$ cat config.mk
export PLATFORM = sky130hd
export DESIGN_NAME = masked_byte_pattern_scanner_top_flat
export DESIGN_NICKNAME = d
export VERILOG_FILES = /design/src/mbps_pkg.sv /design/src/mbps_byte_if.sv /design/src/mbps_match_if.sv /design/src/mbps_window.sv /design/src/mbps_emit.sv /design/src/masked_byte_pattern_scanner_top.sv /design/src/flat_wrapper.sv
export SDC_FILE = /design/constraint.sdc
export NUM_CORES = 2
export LEC_CHECK = 0
export BUFFER_PORTS_ARGS = -buffer_cell sky130_fd_sc_hd__buf_2
export CAP_MARGIN = 20
export CORE_MARGIN = 4
export CORE_UTILIZATION = 59
export CTS_BUF_LIST = sky130_fd_sc_hd__clkbuf_4
export CTS_CLUSTER_SIZE = 25
export DETAILED_ROUTE_END_ITERATION = 10
export GPL_TIMING_DRIVEN = 0
export PLACE_DENSITY_LB_ADDON = 0.05
export SYNTH_ARGS = -nofsm -noshare
export SYNTH_HDL_FRONTEND = slang
export SYNTH_HIERARCHICAL = 1
export SYNTH_SLANG_ARGS = --single-unit
$ cat constraint.sdc
create_clock -name clk -period 4.18 [get_ports clk]
set_input_delay 0.836 -clock clk [delete_from_list [all_inputs] [get_ports clk]]
set_output_delay 0.836 -clock clk [all_outputs]
set_load 0.05 [all_outputs]
$ cat src/mbps_pkg.sv
// shared constants, types and a helper function for the masked byte pattern scanner
package mbps_pkg;

  localparam int NUM_SIGS    = 4;
  localparam int MAX_SIG_LEN = 8;
  localparam int LEN_W       = 4;
  localparam int ADDR_W      = 32;
  localparam int CFG_DATA_W  = 64;
  localparam int CFG_IDX_W   = 3;

  // configuration register indexes
  typedef enum logic [CFG_IDX_W-1:0] {
    CFG_SIG0      = 3'd0,
    CFG_SIG1      = 3'd1,
    CFG_SIG2      = 3'd2,
    CFG_SIG3      = 3'd3,
    CFG_WILDCARDS = 3'd4,
    CFG_LENGTHS   = 3'd5,
    CFG_BASE      = 3'd6
  } cfg_index_t;

  typedef struct packed {
    logic [NUM_SIGS-1:0][MAX_SIG_LEN*8-1:0] sig_bytes;
    logic [NUM_SIGS*8-1:0]                  wildcard_masks;
    logic [NUM_SIGS*LEN_W-1:0]              sig_lengths;
    logic [ADDR_W-1:0]                      base_address;
  } sig_cfg_t;

  // one scanned byte after matching: which signatures hit and the byte count
  typedef struct packed {
    logic [NUM_SIGS-1:0] hits;
    logic [ADDR_W-1:0]   count;
  } match_item_t;

  // effective length of signature k, clipped to the window depth
  function automatic logic [LEN_W-1:0] sig_len(input logic [NUM_SIGS*LEN_W-1:0] lens,
                                               input int k);
    logic [LEN_W-1:0] nib;
    nib = lens[LEN_W*k +: LEN_W];
    if (nib > LEN_W'(MAX_SIG_LEN)) begin
      return LEN_W'(MAX_SIG_LEN);
    end
    return nib;
  endfunction

endpackage

$ cat src/mbps_byte_if.sv
// byte beat channel into the scanner
interface mbps_byte_if;
  logic       valid;
  logic       ready;
  logic [7:0] data_byte;
  logic       first_of_region;

  modport source (output valid, output data_byte, output first_of_region, input ready);
  modport sink (input valid, input data_byte, input first_of_region, output ready);
endinterface

$ cat src/mbps_match_if.sv
// match result beat channel out of the scanner
interface mbps_match_if;
  logic                          valid;
  logic                          ready;
  logic [mbps_pkg::ADDR_W-1:0]   match_address;
  logic [1:0]                    sig_index;
  logic                          last_match;

  modport source (output valid, output match_address, output sig_index, output last_match,
                  input ready);
  modport sink (input valid, input match_address, input sig_index, input last_match,
                output ready);
endinterface

$ cat src/mbps_window.sv
// byte window, region counters and parallel signature compare
module mbps_window (
  input  logic                   clk,
  input  logic                   rst,
  mbps_byte_if.sink              byte_in,
  input  mbps_pkg::sig_cfg_t     cfg,
  input  logic                   take_ok,
  output logic                   item_valid,
  output mbps_pkg::match_item_t  item
);

  logic [mbps_pkg::MAX_SIG_LEN-1:0][7:0] window;
  logic [mbps_pkg::MAX_SIG_LEN-1:0][7:0] window_next;
  logic [mbps_pkg::ADDR_W-1:0]           count;
  logic [mbps_pkg::ADDR_W-1:0]           count_next;
  logic [mbps_pkg::LEN_W-1:0]            fill;
  logic [mbps_pkg::LEN_W-1:0]            fill_next;
  logic [mbps_pkg::NUM_SIGS-1:0]         hits;
  logic                                  accept;

  assign byte_in.ready = take_ok;
  assign accept        = byte_in.valid & take_ok;

  // window, count and fill as they stand after this byte
  always_comb begin
    window_next[0] = byte_in.data_byte;
    for (int i = 1; i < mbps_pkg::MAX_SIG_LEN; i++) begin
      window_next[i] = byte_in.first_of_region ? 8'd0 : window[i-1];
    end
    count_next = (byte_in.first_of_region ? '0 : count) + mbps_pkg::ADDR_W'(1);
    if (byte_in.first_of_region) begin
      fill_next = mbps_pkg::LEN_W'(1);
    end else if (fill < mbps_pkg::LEN_W'(mbps_pkg::MAX_SIG_LEN)) begin
      fill_next = fill + mbps_pkg::LEN_W'(1);
    end else begin
      fill_next = fill;
    end
  end

  // all signatures compared in parallel, byte j against window entry len-1-j
  always_comb begin
    logic [mbps_pkg::LEN_W-1:0] len;
    logic                       hit;
    logic [2:0]                 pos;
    logic [7:0]                 want;
    for (int k = 0; k < mbps_pkg::NUM_SIGS; k++) begin
      len = mbps_pkg::sig_len(cfg.sig_lengths, k);
      hit = (len != '0) && (len <= fill_next);
      for (int j = 0; j < mbps_pkg::MAX_SIG_LEN; j++) begin
        pos  = 3'(len - mbps_pkg::LEN_W'(1) - mbps_pkg::LEN_W'(j));
        want = cfg.sig_bytes[k][8*j +: 8];
        if (mbps_pkg::LEN_W'(j) < len) begin
          if (!cfg.wildcard_masks[8*k+j] && (want != window_next[pos])) begin
            hit = 1'b0;
          end
        end
      end
      hits[k] = hit;
    end
  end

  assign item_valid = accept;
  assign item.hits  = hits;
  assign item.count = count_next;

  always_ff @(posedge clk) begin
    if (rst) begin
      window <= '0;
      count  <= '0;
      fill   <= '0;
    end else if (accept) begin
      window <= window_next;
      count  <= count_next;
      fill   <= fill_next;
    end
  end

endmodule

$ cat src/mbps_emit.sv
// holds one byte's hits and sends them out one result beat at a time
module mbps_emit (
  input  logic                   clk,
  input  logic                   rst,
  input  mbps_pkg::sig_cfg_t     cfg,
  input  logic                   item_valid,
  input  mbps_pkg::match_item_t  item,
  output logic                   take_ok,
  mbps_match_if.source           match_out
);

  logic [mbps_pkg::NUM_SIGS-1:0] hits;
  logic [mbps_pkg::NUM_SIGS-1:0] hits_left;
  logic [mbps_pkg::ADDR_W-1:0]   count;
  logic [1:0]                    sel;
  logic [mbps_pkg::LEN_W-1:0]    sel_len;
  logic                          move;
  logic                          out_valid;
  logic [mbps_pkg::ADDR_W-1:0]   out_address;
  logic [1:0]                    out_index;
  logic                          out_last;

  // lowest pending signature goes first
  always_comb begin
    sel = '0;
    for (int k = mbps_pkg::NUM_SIGS - 1; k >= 0; k--) begin
      if (hits[k]) begin
        sel = 2'(k);
      end
    end
    hits_left      = hits;
    hits_left[sel] = 1'b0;
  end

  assign sel_len = mbps_pkg::sig_len(cfg.sig_lengths, int'(sel));
  assign move    = !out_valid || match_out.ready;
  assign take_ok = (hits == '0) || (move && (hits_left == '0));

  always_ff @(posedge clk) begin
    if (rst) begin
      hits      <= '0;
      out_valid <= 1'b0;
    end else begin
      if (item_valid) begin
        hits <= item.hits;
      end else if (move) begin
        hits <= hits_left;
      end
      if (move) begin
        out_valid <= (hits != '0);
      end
    end
  end

  always_ff @(posedge clk) begin
    if (item_valid) begin
      count <= item.count;
    end
    if (move) begin
      out_address <= cfg.base_address + (count - mbps_pkg::ADDR_W'(sel_len));
      out_index   <= sel;
      out_last    <= (hits_left == '0);
    end
  end

  assign match_out.valid         = out_valid;
  assign match_out.match_address = out_address;
  assign match_out.sig_index     = out_index;
  assign match_out.last_match    = out_last;

endmodule

$ cat src/masked_byte_pattern_scanner_top.sv
// top level of the masked byte pattern scanner
//
// byte_in takes one byte of a scanned region per beat; first_of_region marks
// offset 0 and clears the byte window and the byte count. match_out gives one
// beat per signature hit: match_address is base_address plus the start offset,
// sig_index the signature slot, last_match flags the final hit of that byte.
// hits of one byte come in slot order; hits of different bytes in byte order.
// the configuration port writes one register per cycle while cfg_we is high;
// it is only to be written while no results are outstanding.
// a hit is held in the pending hits register, then in the output register.
// throughput: one byte per cycle while each byte causes at most one hit and
// match_out is not stalled; a byte with more hits holds the input until its
// last hit enters the single output register (one result per cycle).
// bytes with no hit produce no beat and never stall the input.
// a stall on match_out holds the output register and the pending hits; the
// input keeps flowing until a byte with hits is pending, then the next byte
// waits until the last of those hits moves into the output register.
// reset clears all configuration, the window, the count and pending results;
// bytes taken before any region mark count from offset 0.
module masked_byte_pattern_scanner_top (
  input  logic                                clk,
  input  logic                                rst,
  mbps_byte_if.sink                           byte_in,
  mbps_match_if.source                        match_out,
  input  logic                                cfg_we,
  input  logic [mbps_pkg::CFG_IDX_W-1:0]      cfg_index,
  input  logic [mbps_pkg::CFG_DATA_W-1:0]     cfg_data
);

  mbps_pkg::sig_cfg_t    cfg;
  mbps_pkg::match_item_t item;
  logic                  item_valid;
  logic                  take_ok;

  // configuration registers, writes beyond the list are dropped
  always_ff @(posedge clk) begin
    if (rst) begin
      cfg <= '0;
    end else if (cfg_we) begin
      case (mbps_pkg::cfg_index_t'(cfg_index))
        mbps_pkg::CFG_SIG0:      cfg.sig_bytes[0]  <= cfg_data;
        mbps_pkg::CFG_SIG1:      cfg.sig_bytes[1]  <= cfg_data;
        mbps_pkg::CFG_SIG2:      cfg.sig_bytes[2]  <= cfg_data;
        mbps_pkg::CFG_SIG3:      cfg.sig_bytes[3]  <= cfg_data;
        mbps_pkg::CFG_WILDCARDS: cfg.wildcard_masks <= cfg_data[mbps_pkg::NUM_SIGS*8-1:0];
        mbps_pkg::CFG_LENGTHS:
          cfg.sig_lengths <= cfg_data[mbps_pkg::NUM_SIGS*mbps_pkg::LEN_W-1:0];
        mbps_pkg::CFG_BASE:      cfg.base_address <= cfg_data[mbps_pkg::ADDR_W-1:0];
        default: ;
      endcase
    end
  end

  // window update and compare, done in the cycle the byte is taken
  mbps_window u_window (
    .clk        (clk),
    .rst        (rst),
    .byte_in    (byte_in),
    .cfg        (cfg),
    .take_ok    (take_ok),
    .item_valid (item_valid),
    .item       (item)
  );

  // pending hits and the output register
  mbps_emit u_emit (
    .clk        (clk),
    .rst        (rst),
    .cfg        (cfg),
    .item_valid (item_valid),
    .item       (item),
    .take_ok    (take_ok),
    .match_out  (match_out)
  );

endmodule
$ cat src/flat_wrapper.sv
// flat-port wrapper written by rule: the top's interface ports become plain ports
module masked_byte_pattern_scanner_top_flat 
  (clk, rst, cfg_we, cfg_index, cfg_data, byte_in_valid, byte_in_data_byte, byte_in_first_of_region, byte_in_ready, match_out_valid, match_out_match_address, match_out_sig_index, match_out_last_match, match_out_ready);
  mbps_byte_if byte_in_i ();
  mbps_match_if match_out_i ();
  input  logic clk;
  input  logic rst;
  input  logic cfg_we;
  input  logic [mbps_pkg::CFG_IDX_W-1:0] cfg_index;
  input  logic [mbps_pkg::CFG_DATA_W-1:0] cfg_data;
  input wire logic [$bits(byte_in_i.valid)-1:0] byte_in_valid;
  input wire logic [$bits(byte_in_i.data_byte)-1:0] byte_in_data_byte;
  input wire logic [$bits(byte_in_i.first_of_region)-1:0] byte_in_first_of_region;
  output wire logic [$bits(byte_in_i.ready)-1:0] byte_in_ready;
  output wire logic [$bits(match_out_i.valid)-1:0] match_out_valid;
  output wire logic [$bits(match_out_i.match_address)-1:0] match_out_match_address;
  output wire logic [$bits(match_out_i.sig_index)-1:0] match_out_sig_index;
  output wire logic [$bits(match_out_i.last_match)-1:0] match_out_last_match;
  input wire logic [$bits(match_out_i.ready)-1:0] match_out_ready;
  assign byte_in_i.valid = byte_in_valid;
  assign byte_in_i.data_byte = byte_in_data_byte;
  assign byte_in_i.first_of_region = byte_in_first_of_region;
  assign byte_in_ready = byte_in_i.ready;
  assign match_out_valid = match_out_i.valid;
  assign match_out_match_address = match_out_i.match_address;
  assign match_out_sig_index = match_out_i.sig_index;
  assign match_out_last_match = match_out_i.last_match;
  assign match_out_i.ready = match_out_ready;
  masked_byte_pattern_scanner_top u_core (.clk(clk), .rst(rst), .byte_in(byte_in_i), .match_out(match_out_i), .cfg_we(cfg_we), .cfg_index(cfg_index), .cfg_data(cfg_data));
endmodule
==> metrics.md <==
| Metric | Value |
|---|---|
| Post-Route WL | ~180 mm |
| Overflow after GRT | 0 |
| Vias | between 30,000 and 40,000 |
| Drt drc | 0 |
| Synth warn | 6 |
| Slowest cell on crit path | nor2b_1 |
| Final hold viol count | 0 |
| CTS Root Cell | clkbuf_4 |
| Fmax | 220 MHz |
| Clk sinks | 500 |
| Yosys reg bits | 500 |
| Pre-CTS setup slack | -2380 ps |
| Mapped cell area | 0.0371 mm^2 |
| CTS Buf Count | 135 |
| Non-Filler Instances | ~5,200 |
| Via/cell ratio | 6.97 |
| Worst Setup SP | byte_in_first_of_region |
| Arr. time, crit path | roughly 5500 ps |
| Port Buf Inserts | 113 |
| Footprint of the multi-input gates | 0.0254 mm^2 |
| Drt pass-1 iters | 10 |
| Placed cell count | 4,868 |
| Fillers | 4,694 |
| Initial antenna violation count | 22 |
| Syn Inst Count | ~3,900 |
| Period utilization | 109% |
| Cell family with most CP delay | buffers and inverters |
| CTS clock-pin slew for the worst setup and hold paths | around 70 ps |
| Ys async rst share | 0% |
| Highest-count cells in the layout ignoring fill and taps | mux2i_1, nand2b_1, dfxtp_1, nand2_1 |
| Worst Skew | 104 ps |
| RSZ-0062 raised after global routing | true |
| Final setup viols | 16 |
| TritonCTS clock tree | yes |
| Ports | roughly 120 |
| Logic pwr share | 21.7% |
| Power, Total | approximately 13 mW |
| H-tree depth | 4 |
| Share of layout cells above drive strength 1 | 23.7% |
| Net Count, Synth | 4,065 |
| Pin count of the biggest net entering global routing | 40 |
| Post-route cell area | 0.0430 mm^2 |
| NetSw | 4.31 mW |
| Setup_tns | -1660 ps |
| Die width | 259 um |
| M3 GR Usage | between 30 and 40% |
| Cell Pwr Density | roughly 300 mW/mm^2 |
| CP dominant cell by count | buf_2 |
| Detailed Place HPWL | 136 mm |
| DIE AREA | 0.0669 mm^2 |
| Min Tclk post-route | between 4000 and 5000 ps |
| WP data required | 5120 ps |
| Area after DPL | 0.0390 mm^2 |
| Top_reg_cell synth | dfxtp_1 |
| P_leak | 18.1 nW |
| Met1 Use GR | 62.9% |
| Crit path launch type | input pin |
| Register area | 0.0107 mm^2 |
| Seq pwr share | between 40% and 50% |
| Hold buffer count at CTS | 0 |
| HP Start | cfg_data[58] |
| Final Slew Violations | 11 |
| Failing checks | capacitance limit, slew limit, setup timing |
| Critical-path cell list | buf_2, buf_6, buf_2, clkbuf_2, buf_2, nor2b_1, inv_1, ha_1, a41o_1, nand3_1, nor4_4, a21oi_1, nor2_1 |
| Status | finished with violations |
| Clk network pwr share | between 30% and 40% |
| Core Footprint | 0.0619 mm^2 |
| Clock network latency to the later pin of the worst-skew pair | 1110 ps |
| Pint | approximately 8.5 mW |
| Sequential area share after synthesis | 28.8% |
| Origin of the critical flop-to-flop path | u_core/u_window/window[14] |
| Die Span Y | between 200 and 300 um |
| Sum of buffers and inverters on the critical path | 6 |
| Ranking of synthesized cells by area | dfxtp_1, mux2i_1, mux4_2, nand2b_1, edfxtp_1 |
| Worst min path class | in2reg |
| Crit Path Category | in2reg |
| Net Sw Frac | 33.7% |
| Share of Yosys cell area claimed by the top area cell type | 23.4% |
| Max Cap Viol | 1 |
| Netlist cell types | 97 |
| Area growth, synth to finish | 16.0% |
| Met2 usage | 68.3% |
| Hold slack | roughly 180 ps |
| Worst Slack Setup Final | -365 ps |
| Slew @ Worst Pin | 1530 ps |
| Peak VDD IR | 245 uV |
| Gpl congestion | 1.18 |
| CP Max Fanout | 10 |
| Num rows | a little over 90 |
| Initial Util | 59.8% |
| Busiest grt layer | met2 |
| Fin util | between 60% and 70% |
| Syn_area_per_cell | 9.51 um^2 |
| Global-route wire length before repair | between 200 and 250 mm |
| Area leader, netlist | dfxtp_1 |
| Crit end category | flop |
| Commonest non-fill, non-tap cell in the layout | mux2i_1 |
| Routed len/inst | 35.5 um |
| Post-synth EDFFs | 67 |
| Global-route usage over all layers | 53.0% |
| Slew headroom | -2.00% |
| Clock buffer depth | 3 |
| Vias in the first global route | 33,348 |
| Final net count | 4,402 |
| DR iter-0 viols | 6,606 |
| Worst path max stage delay | 910 ps |
| Number of nets with antenna violations after routing | 0 |
==> state kept, by name, summed over array words and instances, names as in the netlist <==
register and count:
u_core/cfg 336, u_core/u_window/window 56, u_core/u_emit/count 32, u_core/u_emit/match_out.match_address 32, u_core/u_window/count 32, u_core/u_emit/hits 4, u_core/u_window/fill 4, u_core/u_emit/match_out.sig_index 2
u_core/u_emit/match_out.last_match 1, u_core/u_emit/match_out.valid 1
==> kinds of logic (layout without fill, tap and decap cells) <==
logic type      count (synthesis)  in the layout  share of synthesized area, %
buf+inv                       478            920                          5.51
xor+xnor                      337            337                          8.01
fa+ha+maj                      89             89                          3.08
mux                           820            820                          29.3
simple gates                 1188           1188                          17.0
flops                         500            500                          28.8
compound gates                484            484                          8.25
other cells                     0             22                             0
==> power groups by stage <==
stage | Combinational, mW | Clock (mW) | Sequential (mW)
floorplan | 1.32 | 0 | 5.59
global placement | 2.34 | 0 | 5.31
finish | 2.77 | 4.80 | 5.22
CTS | 2.52 | 4.79 | 5.21
detailed placement | 2.38 | 0 | 5.32
global route | 2.83 | 5.07 | 5.22
==> synthesized netlist by cell type, drive strengths merged, types with 30 or more instances <==
cell type	count
xnor2	200
xor2	137
a21oi	243
buf	137
mux2i	598
inv	156
mux4	211
o21ai	67
clkbuf	182
nand4	32
nor2	237
dfxtp	433
nand2	233
ha	84
nor3	30
nor2b	79
edfxtp	67
nand2b	459
==> what timing repair did <==
action	CTS	global route
setup endpoints to repair	42	31
gates resized for setup	276	150
pin swaps	34	60
buffers inserted	38	37
gates cloned	0	1
==> worst min-delay path, cell delays in order <==
cell and delay (ps):
buf_2 80, nand2b_1 110, mux2i_1 140
==> per-layer routing <==
| metal | routed length [um] | part of all wire, % |
|---|---|---|
| met3 | 34800 | 19 |
| met4 | 18300 | 9.9 |
| met2 | 67800 | 37 |
| met5 | 388 | 0.21 |
| met1 | 63000 | 34 |
==> final cells by class <==
class	instances	share of cell area (%)
Tap cell	837	2.44
Multi-Input combinational cell	2918	59.2
Clock buffer	187	3.27
Sequential cell	500	24.9
Buffer	303	4.05
Timing Repair Buffer	216	3.64
Inverter	159	1.46
Clock inverter	55	0.926
Antenna cell	22	0.128
==> path summary, 6_finish.rpt <==
check,endpoint,slack [ps],depth (start not counted)
setup / recovery,u_core/u_emit/hits[3],-360,13
hold / removal,u_core/cfg[266],180,3
setup reg to reg,u_core/u_emit/hits[0],-340,12
hold reg to reg,u_core/u_window/window[10],460,2
Note: power is estimated with default switching activity, not from simulation.
